==> src/design/dts_pkg.sv <==
`timescale 1ns / 1ps
// Shared types, constants and lookup functions for the DFA token scanner.
// Holds the character class map, the transition ROM and the result record.
// No dependencies.
package dts_pkg;

  localparam int MAX_LEXEME_DEF = 255;
  localparam int LINE_BITS_DEF  = 16;

  localparam int STATE_COUNT = 55;
  localparam int NUM_CLASSES = 27;

  localparam int QUEUE_DEPTH = 4;
  localparam int QPTR_W      = $clog2(QUEUE_DEPTH);
  localparam int QCNT_W      = $clog2(QUEUE_DEPTH + 1);

  typedef logic [5:0] state_t;
  typedef logic [4:0] class_t;
  typedef logic [3:0] kind_t;

  localparam state_t START_STATE = 6'd0;
  localparam state_t DEAD_STATE  = 6'd54;
  localparam state_t WORD_STATE  = 6'd10;
  localparam state_t TICK_STATE  = 6'd11;

  localparam class_t CLS_UNDERSCORE = 5'd0;
  localparam class_t CLS_UPPER_F    = 5'd1;
  localparam class_t CLS_ALPHA      = 5'd22;
  localparam class_t CLS_DIGIT      = 5'd23;
  localparam class_t CLS_OTHER      = 5'd24;
  localparam class_t CLS_SPACE      = 5'd25;
  localparam class_t CLS_NEWLINE    = 5'd26;
  localparam class_t NO_COL         = 5'd27;

  localparam kind_t KIND_UNKNOWN  = 4'd11;
  localparam kind_t KIND_BAD_CHAR = 4'd12;

  typedef enum logic [2:0] {
    RK_DEAD,
    RK_WORD,
    RK_IDENT,
    RK_HDR,
    RK_START
  } row_kind_t;

  typedef struct packed {
    kind_t       token_kind;
    logic [7:0]  token_length;
    logic        length_overflow;
    logic [15:0] line_number;
    logic [7:0]  bad_character;
    logic        last;
  } dts_result_t;

  localparam state_t START_ROW [NUM_CLASSES] = '{
    6'd6, 6'd11, 6'd10, 6'd24, 6'd10, 6'd10, 6'd34, 6'd4, 6'd2, 6'd1, 6'd13, 6'd10,
    6'd16, 6'd10, 6'd46, 6'd19, 6'd10, 6'd35, 6'd10, 6'd41, 6'd10, 6'd10, 6'd10,
    6'd33, 6'd34, 6'd54, 6'd54
  };

  localparam row_kind_t ROW_KIND [STATE_COUNT] = '{
    RK_START, RK_HDR,   RK_DEAD,  RK_WORD,  RK_DEAD,  RK_DEAD,  RK_WORD,  RK_WORD,
    RK_WORD,  RK_DEAD,  RK_IDENT, RK_IDENT, RK_IDENT, RK_IDENT, RK_IDENT, RK_IDENT,
    RK_IDENT, RK_IDENT, RK_IDENT, RK_IDENT, RK_IDENT, RK_IDENT, RK_IDENT, RK_IDENT,
    RK_IDENT, RK_IDENT, RK_IDENT, RK_IDENT, RK_WORD,  RK_WORD,  RK_DEAD,  RK_DEAD,
    RK_DEAD,  RK_DEAD,  RK_DEAD,  RK_IDENT, RK_IDENT, RK_IDENT, RK_IDENT, RK_IDENT,
    RK_IDENT, RK_IDENT, RK_IDENT, RK_IDENT, RK_IDENT, RK_IDENT, RK_IDENT, RK_IDENT,
    RK_IDENT, RK_IDENT, RK_IDENT, RK_IDENT, RK_IDENT, RK_IDENT, RK_DEAD
  };

  localparam state_t ROW_FILL [STATE_COUNT] = '{
    6'd0,  6'd1,  6'd0,  6'd3,  6'd0,  6'd0,  6'd7,  6'd7,  6'd9,  6'd0,  6'd0,
    6'd0,  6'd0,  6'd0,  6'd0,  6'd0,  6'd0,  6'd0,  6'd0,  6'd0,  6'd0,  6'd0,
    6'd0,  6'd0,  6'd0,  6'd0,  6'd0,  6'd0,  6'd29, 6'd29, 6'd0,  6'd0,  6'd0,
    6'd0,  6'd0,  6'd0,  6'd0,  6'd0,  6'd0,  6'd0,  6'd0,  6'd0,  6'd0,  6'd0,
    6'd0,  6'd0,  6'd0,  6'd0,  6'd0,  6'd0,  6'd0,  6'd0,  6'd0,  6'd0,  6'd0
  };

  localparam class_t ROW_ECOL [STATE_COUNT] = '{
    5'd27, 5'd27, 5'd8,  5'd25, 5'd7,  5'd27, 5'd27, 5'd23, 5'd27, 5'd27, 5'd27,
    5'd2,  5'd27, 5'd2,  5'd11, 5'd27, 5'd13, 5'd14, 5'd27, 5'd16, 5'd10, 5'd3,
    5'd13, 5'd27, 5'd4,  5'd4,  5'd5,  5'd0,  5'd27, 5'd23, 5'd23, 5'd6,  5'd27,
    5'd23, 5'd27, 5'd13, 5'd11, 5'd18, 5'd17, 5'd2,  5'd27, 5'd17, 5'd13, 5'd20,
    5'd21, 5'd27, 5'd4,  5'd2,  5'd11, 5'd10, 5'd2,  5'd18, 5'd13, 5'd27, 5'd27
  };

  localparam state_t ROW_ETGT [STATE_COUNT] = '{
    6'd0,  6'd0,  6'd3,  6'd3,  6'd5,  6'd0,  6'd0,  6'd8,  6'd0,  6'd0,  6'd0,
    6'd12, 6'd0,  6'd14, 6'd15, 6'd0,  6'd17, 6'd18, 6'd0,  6'd20, 6'd21, 6'd22,
    6'd23, 6'd0,  6'd25, 6'd26, 6'd27, 6'd28, 6'd0,  6'd30, 6'd31, 6'd32, 6'd0,
    6'd33, 6'd0,  6'd36, 6'd37, 6'd38, 6'd39, 6'd40, 6'd0,  6'd42, 6'd43, 6'd44,
    6'd45, 6'd0,  6'd47, 6'd48, 6'd49, 6'd50, 6'd51, 6'd52, 6'd53, 6'd0,  6'd0
  };

  localparam kind_t ACCEPT_KIND [STATE_COUNT] = '{
    4'd11, 4'd0,  4'd11, 4'd1,  4'd11, 4'd2,  4'd11, 4'd11, 4'd11, 4'd3,  4'd11,
    4'd11, 4'd4,  4'd11, 4'd11, 4'd5,  4'd11, 4'd11, 4'd6,  4'd11, 4'd11, 4'd11,
    4'd11, 4'd7,  4'd11, 4'd11, 4'd11, 4'd11, 4'd11, 4'd11, 4'd11, 4'd11, 4'd8,
    4'd9,  4'd10, 4'd11, 4'd11, 4'd11, 4'd11, 4'd11, 4'd7,  4'd11, 4'd11, 4'd11,
    4'd11, 4'd7,  4'd11, 4'd11, 4'd11, 4'd11, 4'd11, 4'd11, 4'd11, 4'd7,  4'd11
  };

  function automatic class_t char_class(logic [7:0] b);
    class_t c;
    case (b)
      "_":   c = 5'd0;
      "F":   c = 5'd1;
      "n":   c = 5'd2;
      "l":   c = 5'd3;
      "o":   c = 5'd4;
      "p":   c = 5'd5;
      ":":   c = 5'd6;
      ".":   c = 5'd7;
      "/":   c = 5'd8;
      "#":   c = 5'd9;
      "i":   c = 5'd10;
      "t":   c = 5'd11;
      "d":   c = 5'd12;
      "e":   c = 5'd13;
      "c":   c = 5'd14;
      "w":   c = 5'd15;
      "h":   c = 5'd16;
      "r":   c = 5'd17;
      "u":   c = 5'd18;
      "b":   c = 5'd19;
      "a":   c = 5'd20;
      "k":   c = 5'd21;
      8'h00, 8'h09, 8'h0D, 8'h20: c = CLS_SPACE;
      8'h0A: c = CLS_NEWLINE;
      default: begin
        if (b inside {["A":"Z"], ["a":"z"]}) begin
          c = CLS_ALPHA;
        end else if (b inside {["0":"9"]}) begin
          c = CLS_DIGIT;
        end else begin
          c = CLS_OTHER;
        end
      end
    endcase
    return c;
  endfunction

  function automatic logic word_col(class_t c);
    return c inside {[5'd1:5'd5], [5'd10:5'd22]};
  endfunction

  function automatic state_t next_state(state_t s, class_t c);
    state_t nx;
    nx = DEAD_STATE;
    if (s < 6'(STATE_COUNT) && c < 5'(NUM_CLASSES)) begin
      if (c == ROW_ECOL[s]) begin
        nx = ROW_ETGT[s];
      end else begin
        case (ROW_KIND[s])
          RK_START: nx = START_ROW[c];
          RK_HDR:   nx = (c <= CLS_OTHER) ? ROW_FILL[s] : DEAD_STATE;
          RK_WORD:  nx = word_col(c) ? ROW_FILL[s] : DEAD_STATE;
          RK_IDENT: begin
            if (c == CLS_UPPER_F) begin
              nx = TICK_STATE;
            end else if (word_col(c)) begin
              nx = WORD_STATE;
            end else begin
              nx = DEAD_STATE;
            end
          end
          default:  nx = DEAD_STATE;
        endcase
      end
    end
    return nx;
  endfunction

endpackage

==> src/design/dts_front.sv <==
`timescale 1ns / 1ps
// Front end of the token scanner: classifies each byte, steps the DFA and
// builds up to two result records per item. Depends on dts_pkg.
module dts_front import dts_pkg::*; #(
  parameter int MAX_LEXEME = MAX_LEXEME_DEF,
  parameter int LINE_BITS  = LINE_BITS_DEF
) (
  input  logic        clk,
  input  logic        rst,
  input  logic        accept,
  input  logic [7:0]  source_byte,
  input  logic        end_of_input,
  output logic [1:0]  push_count,
  output dts_result_t res_first,
  output dts_result_t res_second
);

  localparam int CNT_W  = $clog2(MAX_LEXEME + 1);
  localparam int LEN_W  = (CNT_W > 9) ? CNT_W : 9;
  localparam int LINE_W = (LINE_BITS > 16) ? LINE_BITS : 16;

  state_t               scan_state, scan_state_next;
  logic [CNT_W-1:0]     lexeme_count, lexeme_count_next;
  logic                 overflow_seen, overflow_seen_next;
  logic [LINE_BITS-1:0] current_line, current_line_next;

  class_t              cls;
  state_t              step_nx, start_nx;
  logic                emit_pend, emit_bad, restart;
  logic [LEN_W-1:0]    len_ext;
  logic [LINE_W-1:0]   line_ext;
  logic [15:0]         line_out;
  dts_result_t         pend_res, bad_res;

  always_comb begin
    cls      = char_class(source_byte);
    step_nx  = next_state(scan_state, cls);
    start_nx = next_state(START_STATE, cls);

    len_ext  = LEN_W'(lexeme_count);
    line_ext = LINE_W'(current_line);
    line_out = (line_ext > LINE_W'(17'hFFFF)) ? 16'hFFFF : line_ext[15:0];

    pend_res.token_kind      = (scan_state < 6'(STATE_COUNT)) ? ACCEPT_KIND[scan_state]
                                                                : KIND_UNKNOWN;
    pend_res.token_length    = (len_ext > LEN_W'(9'd255)) ? 8'hFF : len_ext[7:0];
    pend_res.length_overflow = overflow_seen | (len_ext > LEN_W'(9'd255));
    pend_res.line_number     = line_out;
    pend_res.bad_character   = 8'd0;
    pend_res.last            = 1'b1;

    bad_res.token_kind      = KIND_BAD_CHAR;
    bad_res.token_length    = 8'd1;
    bad_res.length_overflow = 1'b0;
    bad_res.line_number     = line_out;
    bad_res.bad_character   = source_byte;
    bad_res.last            = 1'b1;

    scan_state_next    = scan_state;
    lexeme_count_next  = lexeme_count;
    overflow_seen_next = overflow_seen;
    current_line_next  = current_line;
    emit_pend          = 1'b0;
    emit_bad           = 1'b0;
    restart            = 1'b1;

    if (end_of_input) begin
      emit_pend          = (scan_state != START_STATE);
      scan_state_next    = START_STATE;
      lexeme_count_next  = '0;
      overflow_seen_next = 1'b0;
      current_line_next  = LINE_BITS'(1);
    end else begin
      if (scan_state != START_STATE) begin
        if (step_nx != DEAD_STATE) begin
          restart = 1'b0;
          scan_state_next = step_nx;
          if (lexeme_count < CNT_W'(MAX_LEXEME)) begin
            lexeme_count_next = lexeme_count + CNT_W'(1);
          end else begin
            overflow_seen_next = 1'b1;
          end
        end else begin
          emit_pend          = 1'b1;
          scan_state_next    = START_STATE;
          lexeme_count_next  = '0;
          overflow_seen_next = 1'b0;
        end
      end
      if (restart) begin
        if (cls == CLS_SPACE || cls == CLS_NEWLINE) begin
          if (cls == CLS_NEWLINE && current_line != {LINE_BITS{1'b1}}) begin
            current_line_next = current_line + LINE_BITS'(1);
          end
        end else if (start_nx == DEAD_STATE) begin
          emit_bad = 1'b1;
        end else begin
          scan_state_next    = start_nx;
          lexeme_count_next  = CNT_W'(1);
          overflow_seen_next = 1'b0;
        end
      end
    end

    res_first      = emit_pend ? pend_res : bad_res;
    res_first.last = ~(emit_pend & emit_bad);
    res_second     = bad_res;
    push_count     = accept ? {emit_pend & emit_bad, emit_pend ^ emit_bad} : 2'd0;
  end

  always_ff @(posedge clk) begin
    if (rst) begin
      scan_state    <= START_STATE;
      lexeme_count  <= '0;
      overflow_seen <= 1'b0;
      current_line  <= LINE_BITS'(1);
    end else if (accept) begin
      scan_state    <= scan_state_next;
      lexeme_count  <= lexeme_count_next;
      overflow_seen <= overflow_seen_next;
      current_line  <= current_line_next;
    end
  end

endmodule

==> src/design/dts_queue.sv <==
`timescale 1ns / 1ps
// Result queue between scanner front and output stage: takes up to two
// records per cycle, gives one. Depends on dts_pkg.
module dts_queue import dts_pkg::*; (
  input  logic        clk,
  input  logic        rst,
  input  logic [1:0]  push_count,
  input  dts_result_t push_first,
  input  dts_result_t push_second,
  input  logic        pop,
  output dts_result_t head,
  output logic        not_empty,
  output logic        has_room
);

  dts_result_t       mem [QUEUE_DEPTH];
  logic [QPTR_W-1:0] wr_ptr, rd_ptr;
  logic [QCNT_W-1:0] count;

  assign head      = mem[rd_ptr];
  assign not_empty = (count != '0);
  assign has_room  = (count <= QCNT_W'(QUEUE_DEPTH - 2));

  always_ff @(posedge clk) begin
    if (push_count != 2'd0) begin
      mem[wr_ptr] <= push_first;
    end
    if (push_count == 2'd2) begin
      mem[wr_ptr + QPTR_W'(1)] <= push_second;
    end
  end

  always_ff @(posedge clk) begin
    if (rst) begin
      wr_ptr <= '0;
      rd_ptr <= '0;
      count  <= '0;
    end else begin
      wr_ptr <= wr_ptr + QPTR_W'(push_count);
      if (pop) begin
        rd_ptr <= rd_ptr + QPTR_W'(1);
      end
      count <= count + QCNT_W'(push_count) - QCNT_W'(pop);
    end
  end

endmodule

==> src/design/dts_back.sv <==
`timescale 1ns / 1ps
// Output stage of the token scanner: holds one result item on the output
// handshake and refills it from the queue. Depends on dts_pkg.
module dts_back import dts_pkg::*; (
  input  logic        clk,
  input  logic        rst,
  input  dts_result_t head,
  input  logic        head_valid,
  output logic        pop,
  output logic        tok_valid,
  input  logic        tok_ready,
  output dts_result_t tok
);

  assign pop = head_valid & (~tok_valid | tok_ready);

  always_ff @(posedge clk) begin
    if (rst) begin
      tok_valid <= 1'b0;
    end else if (~tok_valid | tok_ready) begin
      tok_valid <= head_valid;
    end
  end

  always_ff @(posedge clk) begin
    if (pop) begin
      tok <= head;
    end
  end

endmodule

==> src/design/dfa_token_scanner.sv <==
`timescale 1ns / 1ps
// Table-driven DFA token scanner. Accepts one source byte per clock and
// emits zero, one or two token items for it (a pending token cut off by the
// byte, then possibly a bad-character item). Results pass through a
// four-entry queue into a registered output stage. While tok_ready is high
// it gives one item per clock; the input takes a byte whenever the queue has
// two free slots, so a byte that causes one or no token sustains one item per
// cycle. A byte's first token passes a queue entry and the output register.
// No clearing pass after reset. Depends on dts_pkg, dts_front, dts_queue, dts_back.
module dfa_token_scanner import dts_pkg::*; #(
  parameter int MAX_LEXEME = MAX_LEXEME_DEF,
  parameter int LINE_BITS  = LINE_BITS_DEF
) (
  input  logic        clk,
  input  logic        rst,
  input  logic        src_valid,
  output logic        src_ready,
  input  logic [7:0]  source_byte,
  input  logic        end_of_input,
  output logic        tok_valid,
  input  logic        tok_ready,
  output logic [3:0]  token_kind,
  output logic [7:0]  token_length,
  output logic        length_overflow,
  output logic [15:0] line_number,
  output logic [7:0]  bad_character,
  output logic        last
);

  logic        accept;
  logic [1:0]  push_count;
  dts_result_t res_first, res_second, head, tok;
  logic        not_empty, has_room, pop;

  assign src_ready = has_room;
  assign accept    = src_valid & has_room;

  dts_front #(
    .MAX_LEXEME (MAX_LEXEME),
    .LINE_BITS  (LINE_BITS)
  ) u_front (
    .clk          (clk),
    .rst          (rst),
    .accept       (accept),
    .source_byte  (source_byte),
    .end_of_input (end_of_input),
    .push_count   (push_count),
    .res_first    (res_first),
    .res_second   (res_second)
  );

  dts_queue u_queue (
    .clk         (clk),
    .rst         (rst),
    .push_count  (push_count),
    .push_first  (res_first),
    .push_second (res_second),
    .pop         (pop),
    .head        (head),
    .not_empty   (not_empty),
    .has_room    (has_room)
  );

  dts_back u_back (
    .clk        (clk),
    .rst        (rst),
    .head       (head),
    .head_valid (not_empty),
    .pop        (pop),
    .tok_valid  (tok_valid),
    .tok_ready  (tok_ready),
    .tok        (tok)
  );

  assign token_kind      = tok.token_kind;
  assign token_length    = tok.token_length;
  assign length_overflow = tok.length_overflow;
  assign line_number     = tok.line_number;
  assign bad_character   = tok.bad_character;
  assign last            = tok.last;

endmodule
==> config.mk <==
export PLATFORM = sky130hd
export DESIGN_NAME = dfa_token_scanner
export DESIGN_NICKNAME = d
export VERILOG_FILES = /design/src/design/dts_pkg.sv /design/src/design/dts_front.sv /design/src/design/dts_queue.sv /design/src/design/dts_back.sv /design/src/design/dfa_token_scanner.sv
export SDC_FILE = /design/constraint.sdc
export NUM_CORES = 1
export LEC_CHECK = 0
export ABC_CLOCK_PERIOD_IN_PS = 16300
export BUFFER_PORTS_ARGS = -buffer_cell sky130_fd_sc_hd__buf_2
export CAP_MARGIN = 0
export CORE_MARGIN = 3
export CORE_UTILIZATION = 54
export DETAILED_ROUTE_END_ITERATION = 8
export PLACE_DENSITY_LB_ADDON = 0.1
export SLEW_MARGIN = 5
export SYNTH_ARGS = -nofsm -noshare
export SYNTH_HDL_FRONTEND = slang
export SYNTH_HIERARCHICAL = 1
export SYNTH_SLANG_ARGS = --single-unit
==> constraint.sdc <==
create_clock -name clk -period 16.3 [get_ports clk]
set_clock_uncertainty 0.1 [all_clocks]
set_input_delay 0.815 -clock clk [delete_from_list [all_inputs] [get_ports clk]]
set_output_delay 0.815 -clock clk [all_outputs]
set_load 0.02 [all_outputs]
==> Yosys cells after proc, flatten, opt, wreduce, memory -nomap -nowiden <==
Memories as Yosys holds them, arrays and structs flattened. A register that Yosys moved wholly into a read port is not among the register bits.
Index checks and enable logic that the tools add are counted.
{ "op_classes": {"n_reduce_logical": 19, "order_cmp": 18, "n_eq_ne": 39, "muxes": 65, "n_addsub": 7, "n_bitwise": 9} }
{ "ops": {"columns": ["operator", "n"], "rows": [
  ["$eq A8 B7 Y1 const B", 18],
  ["$mux W6", 20],
  ["$pmux W5 S24", 1],
  ["$mux W16", 5],
  ["$mux W8", 7],
  ["$eq A8 B6 Y1 const B", 5],
  ["$mux W38", 1],
  ["$eq A8 B4 Y1 const B", 3],
  ["$pmux W6 S4", 1],
  ["$mux W1", 20],
  ["$add A16 B1 Y16 const B", 1],
  ["$ge A8 B7 Y1 const B", 2],
  ["$gt A16 B16 Y1 const B", 1],
  ["$le A8 B7 Y1 const B", 2],
  ["$mux W4", 4],
  ["$ne A16 B16 Y1 const B", 1],
  ["$eq A5 B5 Y1 const B", 3],
  ["$mux W5", 3],
  ["$reduce_bool A2 Y1", 6],
  ["$le A5 B5 Y1 const B", 2],
  ["$add A8 B1 Y8 const B", 1],
  ["$ge A8 B6 Y1 const B", 1],
  ["$le A8 B6 Y1 const B", 1],
  ["$logic_not A8 Y1", 1],
  ["35 further kinds", 47]
]} }
{ "totals": {"mem_bits_rw": 152, "romBits": 1728, "regBits": 39, "elab_cells": 172, "in_bits": 13, "n_memories": 7, "output_inout_bits": 40} }
{ "memory_table": {"columns": ["memory", "depth", "width", "rd", "rd_clocked_by_memory_dff", "wr", "line_no", "text"], "rows": [
  ["(name not given)", 64, 6, 1, 0, 0, "dts_pkg.sv:156", "RK_HDR: nx = (c <= CLS_OTHER) ? ROW_FILL[s] : DEAD_STATE;"],
  ["(name not given)", 64, 6, 1, 0, 0, "dts_pkg.sv:152", "nx = ROW_ETGT[s];"],
  ["(name not given)", 64, 5, 1, 0, 0, "dts_pkg.sv:151", "if (c == ROW_ECOL[s]) begin"],
  ["(name not given)", 64, 4, 1, 0, 0, "dts_front.sv:44", "pend_res.token_kind = (scan_state < 6'(STATE_COUNT)) ? ACCEPT_KIND[scan_state]"],
  ["(name not given)", 32, 6, 1, 0, 0, "dts_pkg.sv:155", "RK_START: nx = START_ROW[c];"],
  ["(name not given)", 64, 3, 1, 0, 0, "dts_pkg.sv:154", "case (ROW_KIND[s])"],
  ["+1 memories", null, null, null, null, null, null, null]
]} }

==> Longest topological paths before layout <==
{ "depth": {"word_depth": 24, "mapped_depth": 28, "ltp_nobuf": 24} }

==> Cells and area by module <==
The synthesis kept the hierarchy.
{ "modules_own_cells": {"columns": ["mod", "area_per_inst_um2", "seq_area_each_um2", "cells_each", "n_inst"], "rows": [
  ["dts_queue", 7857.5, 4744.6, 412, 1],
  ["dts_front", 5072.4, 620.6, 742, 1],
  ["dts_back", 1196.1, 1161.1, 43, 1],
  ["dfa_token_scanner", 6.3, 0.0, 1, 1]
]} }

==> Worst setup path after synthesis <==
OpenSTA, ideal clock, no wires.
{ "synth_timing": {"kind": "input to register", "start": "input source_byte[6]", "end": "memory u_queue/mem[0][0] (netlist bit) (enable)", "required_ps": 15714, "slack_ps": 7481, "path_stages": 22, "setup_ps": 486, "arrival_time_ps": 8233, "path_buffers": 3, "cell_sequence": "buf_2 > or4b_2 > o22ai_1 > or3b_1 > nor4_2 > nand2_1 > and2_1 > inv_1 > ha_1 > or4_1 > a311oi_2 > o311ai_0 > o311a_1 > a211oi_4 > nand2_1 > a21oi_1 > buf_2 > ha_1 > and2_1 > buf_2 > o21bai_1 > o21ai_0"} }
{ "synth_rtl": {"columns": ["element", "line_no", "text"], "rows": [
  ["from (decl)", "dfa_token_scanner.sv:18", "input logic [7:0] source_byte,"],
  ["to (decl)", "dts_queue.sv:16", "dts_result_t mem [QUEUE_DEPTH];"]
]} }

==> impl_metrics.py <==
metrics = {
    "detailed_routing": {
        "detailedRoute.firstPassIterationCount": 7,
        "routedWlPerCell_um": 21.2,
        "detailroute.via_count": 9608,
        "post-route-drc-count": 0,
        "number_of_nets_with_antenna_violations_after_routing": 0,
        "via_per_inst": 6.30,
        "drt-initial-drc-count": 765,
        "postRouteWirelength_mm": 32.4,
    },
    "critical_path": {
        "worst_path_required_ns": 16.45,
        "worstSetupStartpoint": "source_byte[6]",
        "critical_path_peak_fanout": 26,
        "source_of_the_worst_register_to_register_timing_path": "u_front/scan_state[0]$_SDFFE_PP0P_",
        "timing_worst_setup_path_type": "in2reg",
        "data_arrival_time_of_the_critical_path_ns": 8.24,
        "critical_path.startpoint_type": "input pin",
        "setup.worst_path.end_class": "flop",
    },
    "pwr": {
        "switching_share_pct": 37.7,
        "power.density_mw_per_mm2": 160,
        "total_switching_power_mw": 0.903,
        "pwr-share-comb_pct": 43.3,
        "cellLeakagePower_nw": 5.14,
        "worst_ir_drop_vdd_uv": 150,
        "pwr-share-seq_pct": 35.9,
        "clock_power_share_pct": 20.9,
        "internal-power_mw": 1.49,
    },
    "yosys": {
        "postSynthRegisterBits": 231,
        "synthDistinctLibCells": 95,
        "synth_top_cells_by_count": "sky130_fd_sc_hd__edfxtp_1 (190), sky130_fd_sc_hd__mux2_2 (100), sky130_fd_sc_hd__nand2_1 (60), sky130_fd_sc_hd__nor2_1 (60), sky130_fd_sc_hd__a21oi_1 (58)",
        "synthesis.area_per_instance_um2": 11.8,
        "synthArstFlopShare_pct": 0,
        "yosysTopAreaCell": "sky130_fd_sc_hd__edfxtp_1",
        "number_of_enable_flip_flop_cells_after_synthesis": 190,
        "post_synth_instance_area_mm2": 0.0141,
        "synthCells": 1198,
        "synth_warnings": 6,
        "dominantRegCellSynth": "sky130_fd_sc_hd__edfxtp_1",
        "yosysSeqAreaShare_pct": 46.2,
        "yosys-top-cells-area": "sky130_fd_sc_hd__edfxtp_1 (40%), sky130_fd_sc_hd__mux2_2 (8.0%), sky130_fd_sc_hd__mux4_2 (6.2%)",
        "post-synth-top-count-cell": "sky130_fd_sc_hd__edfxtp_1",
        "synthDominantCellAreaShare_pct": 40.4,
    },
    "timing": {
        "timing_hold_violations_final": 0,
        "maxSlewHeadroom_pct": 22.7,
        "setup_violations": 0,
        "rsz0062_at_grt": "no",
        "worst-slew-pin-transition_ns": 1.16,
        "setup_tns_after_final_layout_ns": 0,
        "fin_crit_period_ns": 8.09,
        "setup_slack_ns": 8.21,
        "timing.final.max_slew_violations": 0,
        "max_clock_freq_mhz": 124,
        "min_period_over_period_pct": 49.6,
    },
    "cts": {
        "postCtsHoldBufs": 0,
        "clock-root-buffer": "sky130_fd_sc_hd__clkbuf_16",
        "worst_setup_hold_path_clk_slew_ns": 0.06,
        "clock_insertion_delay_worst_skew_ns": 0.50,
        "post_cts_resized": 0,
        "cts_max_path_buffers": 3,
        "numClockSinks": 231,
        "tritoncts": "built",
        "htree_levels": 1,
        "post_cts.repair.setup_buffers": 0,
        "cts_buffers": 23,
    },
    "floorplan": {
        "fp.dieH_um": 168,
        "floorplan.rows": 58,
        "initial_util_pct": 55.5,
        "die_area_mm2": 0.0281,
        "die_w_um": 168,
        "placeableCoreArea_mm2": 0.0255,
        "ios": 53,
    },
    "hold_path": {
        "holdCritStartpoint": "u_back/tok_valid$_SDFFE_PP0P_",
        "hold_class": "reg2reg",
    },
    "grt": {
        "via_count_of_the_first_global_routing_pass": 9282,
        "use_met2_pct": 38.1,
        "grt.overflow.total": 0,
        "first_pass_grt_wire_length_mm": 52.1,
        "met1_usage_pct": 32.4,
        "number_of_antenna_violations_at_the_first_check_in_global_routing": 0,
        "largest_net_degree_at_the_start_of_global_routing": 57,
        "met3_usage_pct": 2.61,
        "grtUsageTotal_pct": 22.7,
        "global_route.peak_usage_layer": "met2",
    },
    "placed_design": {
        "finalWeightedCongestion": 0.901,
        "post-dp-hpwl_mm": 20.6,
        "buffer_ports.inserted": 52,
        "dp_worst_setup_slack_ns": 7.81,
    },
    "finish": {
        "flow.area_growth_from_synthesis_pct": 6.20,
        "fillers": 2079,
        "drive_above_1_share_pct": 24.6,
        "design.final.nets": 1215,
        "antenna_cells": 0,
    },
    "flow_run": {
        "drv_cap": 0,
    },
    "outcome": {
        "outcome": "finished, final reports clean",
    },
}
==> per-layer routing <==
metal | share of wire [%] | wire length, µm | vias to the layer above
met1 | 45 | 14600 | 4733
li1 | - | - | 4557
met5 | 0 | 0 | -
met2 | 49 | 15800 | 275
met4 | 1.7 | 538 | 0
met3 | 4.5 | 1460 | 43
==> flip-flops by register name, indices dropped and copies added (netlist names), named ones only <==
register / count
u_back/tok: 38
u_back/tok_valid: 1
u_front/current_line: 16
u_front/lexeme_count: 8
u_front/overflow_seen: 1
u_front/scan_state: 6
u_queue/count: 3
u_queue/mem: 152
u_queue/rd_ptr: 2
u_queue/wr_ptr: 2
==> cells by family after synthesis <==
kind of cell    count (synthesis)  share of synthesized area (%)
other cells                     2                         0.0531
mux                           207                           20.0
buf+inv                       146                           5.62
flops                         231                           46.2
compound gates                243                           11.9
simple gates                  337                           13.4
fa+ha+maj                      23                           2.09
xor+xnor                        9                          0.761
==> cell usage in the layout, fill, tap and decap left out, types with 39 or more instances in the layout <==
cell type	netlist	final
sky130_fd_sc_hd__edfxtp_1	190	190
sky130_fd_sc_hd__nor2_1	60	58
sky130_fd_sc_hd__mux2_1	40	40
sky130_fd_sc_hd__nand2_1	60	60
sky130_fd_sc_hd__mux2_2	100	100
sky130_fd_sc_hd__a21oi_1	58	58
sky130_fd_sc_hd__mux4_2	39	39
sky130_fd_sc_hd__dfxtp_1	41	39
sky130_fd_sc_hd__o21ai_0	46	45
sky130_fd_sc_hd__buf_2	26	52
==> worst paths after layout <==
path,to,slack (ns),cells past startpoint
worst max-delay path,u_queue/mem[1][13]$_DFFE_PP_,8.21,22
worst min-delay path,u_back/tok_valid$_SDFFE_PP0P_,0.40,2
worst max register to register,u_queue/mem[1][13]$_DFFE_PP_,8.67,18
worst min register to register,u_back/tok_valid$_SDFFE_PP0P_,0.40,2
==> final cells by class <==
cell class / instances / area (µm²) / share of cell area [%]
clock inverters: 10 / 75.1 / 0.500
well taps: 330 / 413 / 2.75
repair buffers: 66 / 365 / 2.43
clock buffers: 30 / 633 / 4.22
multi-input cells: 833 / 6900 / 46.0
flip-flops and latches: 231 / 6530 / 43.5
inverters: 24 / 90.1 / 0.600
==> critical path, stage by stage <==
cell and delay (ns):
sky130_fd_sc_hd__buf_2 0.29, sky130_fd_sc_hd__nor4bb_1 0.69, sky130_fd_sc_hd__a32oi_2 0.14, sky130_fd_sc_hd__o21ai_2 0.24
sky130_fd_sc_hd__or4_1 0.29, sky130_fd_sc_hd__a31o_2 0.15, sky130_fd_sc_hd__and2_1 0.18, sky130_fd_sc_hd__inv_1 0.10
sky130_fd_sc_hd__ha_1 0.22, sky130_fd_sc_hd__or4_1 0.54, sky130_fd_sc_hd__a311oi_2 0.48, sky130_fd_sc_hd__o311ai_0 0.20
sky130_fd_sc_hd__o311a_1 0.42, sky130_fd_sc_hd__a211oi_4 0.39, sky130_fd_sc_hd__nand2_1 0.33, sky130_fd_sc_hd__nand2_1 0.18
sky130_fd_sc_hd__and4_1 0.22, sky130_fd_sc_hd__ha_1 0.22, sky130_fd_sc_hd__and2_1 0.27, sky130_fd_sc_hd__nor4b_4 0.91
sky130_fd_sc_hd__buf_4 0.53, sky130_fd_sc_hd__mux2_2 0.39
==> power groups by stage <==
stage,logic [mW],clock network (mW),registers [mW]
CTS,1.03,0.512,0.861
floorplan,0.733,0,0.913
global route,1.13,0.535,0.872
global placement,1.02,0,0.869
finish,1.04,0.500,0.859
detailed placement,1.02,0,0.873
==> metrics by stage <==
| stage | instance area (µm²) | utilization, % | hold slack (ns) | cells | total power, mW |
|---|---|---|---|---|---|
| after floorplan | 14200 | - | 0.368 | 1210 | 1.65 |
| after CTS | 15000 | 58.9 | 0.402 | 1524 | 2.41 |
| after global routing | 15000 | 58.9 | 0.417 | 1524 | 2.53 |
| after global placement | 14300 | 56.1 | 0.380 | 1484 | 1.89 |
| after detailed placement | 14300 | 56.1 | 0.393 | 1484 | 1.90 |
| final | 15000 | 58.9 | 0.397 | 1524 | 2.40 |
(Power assumes the default switching activity.)
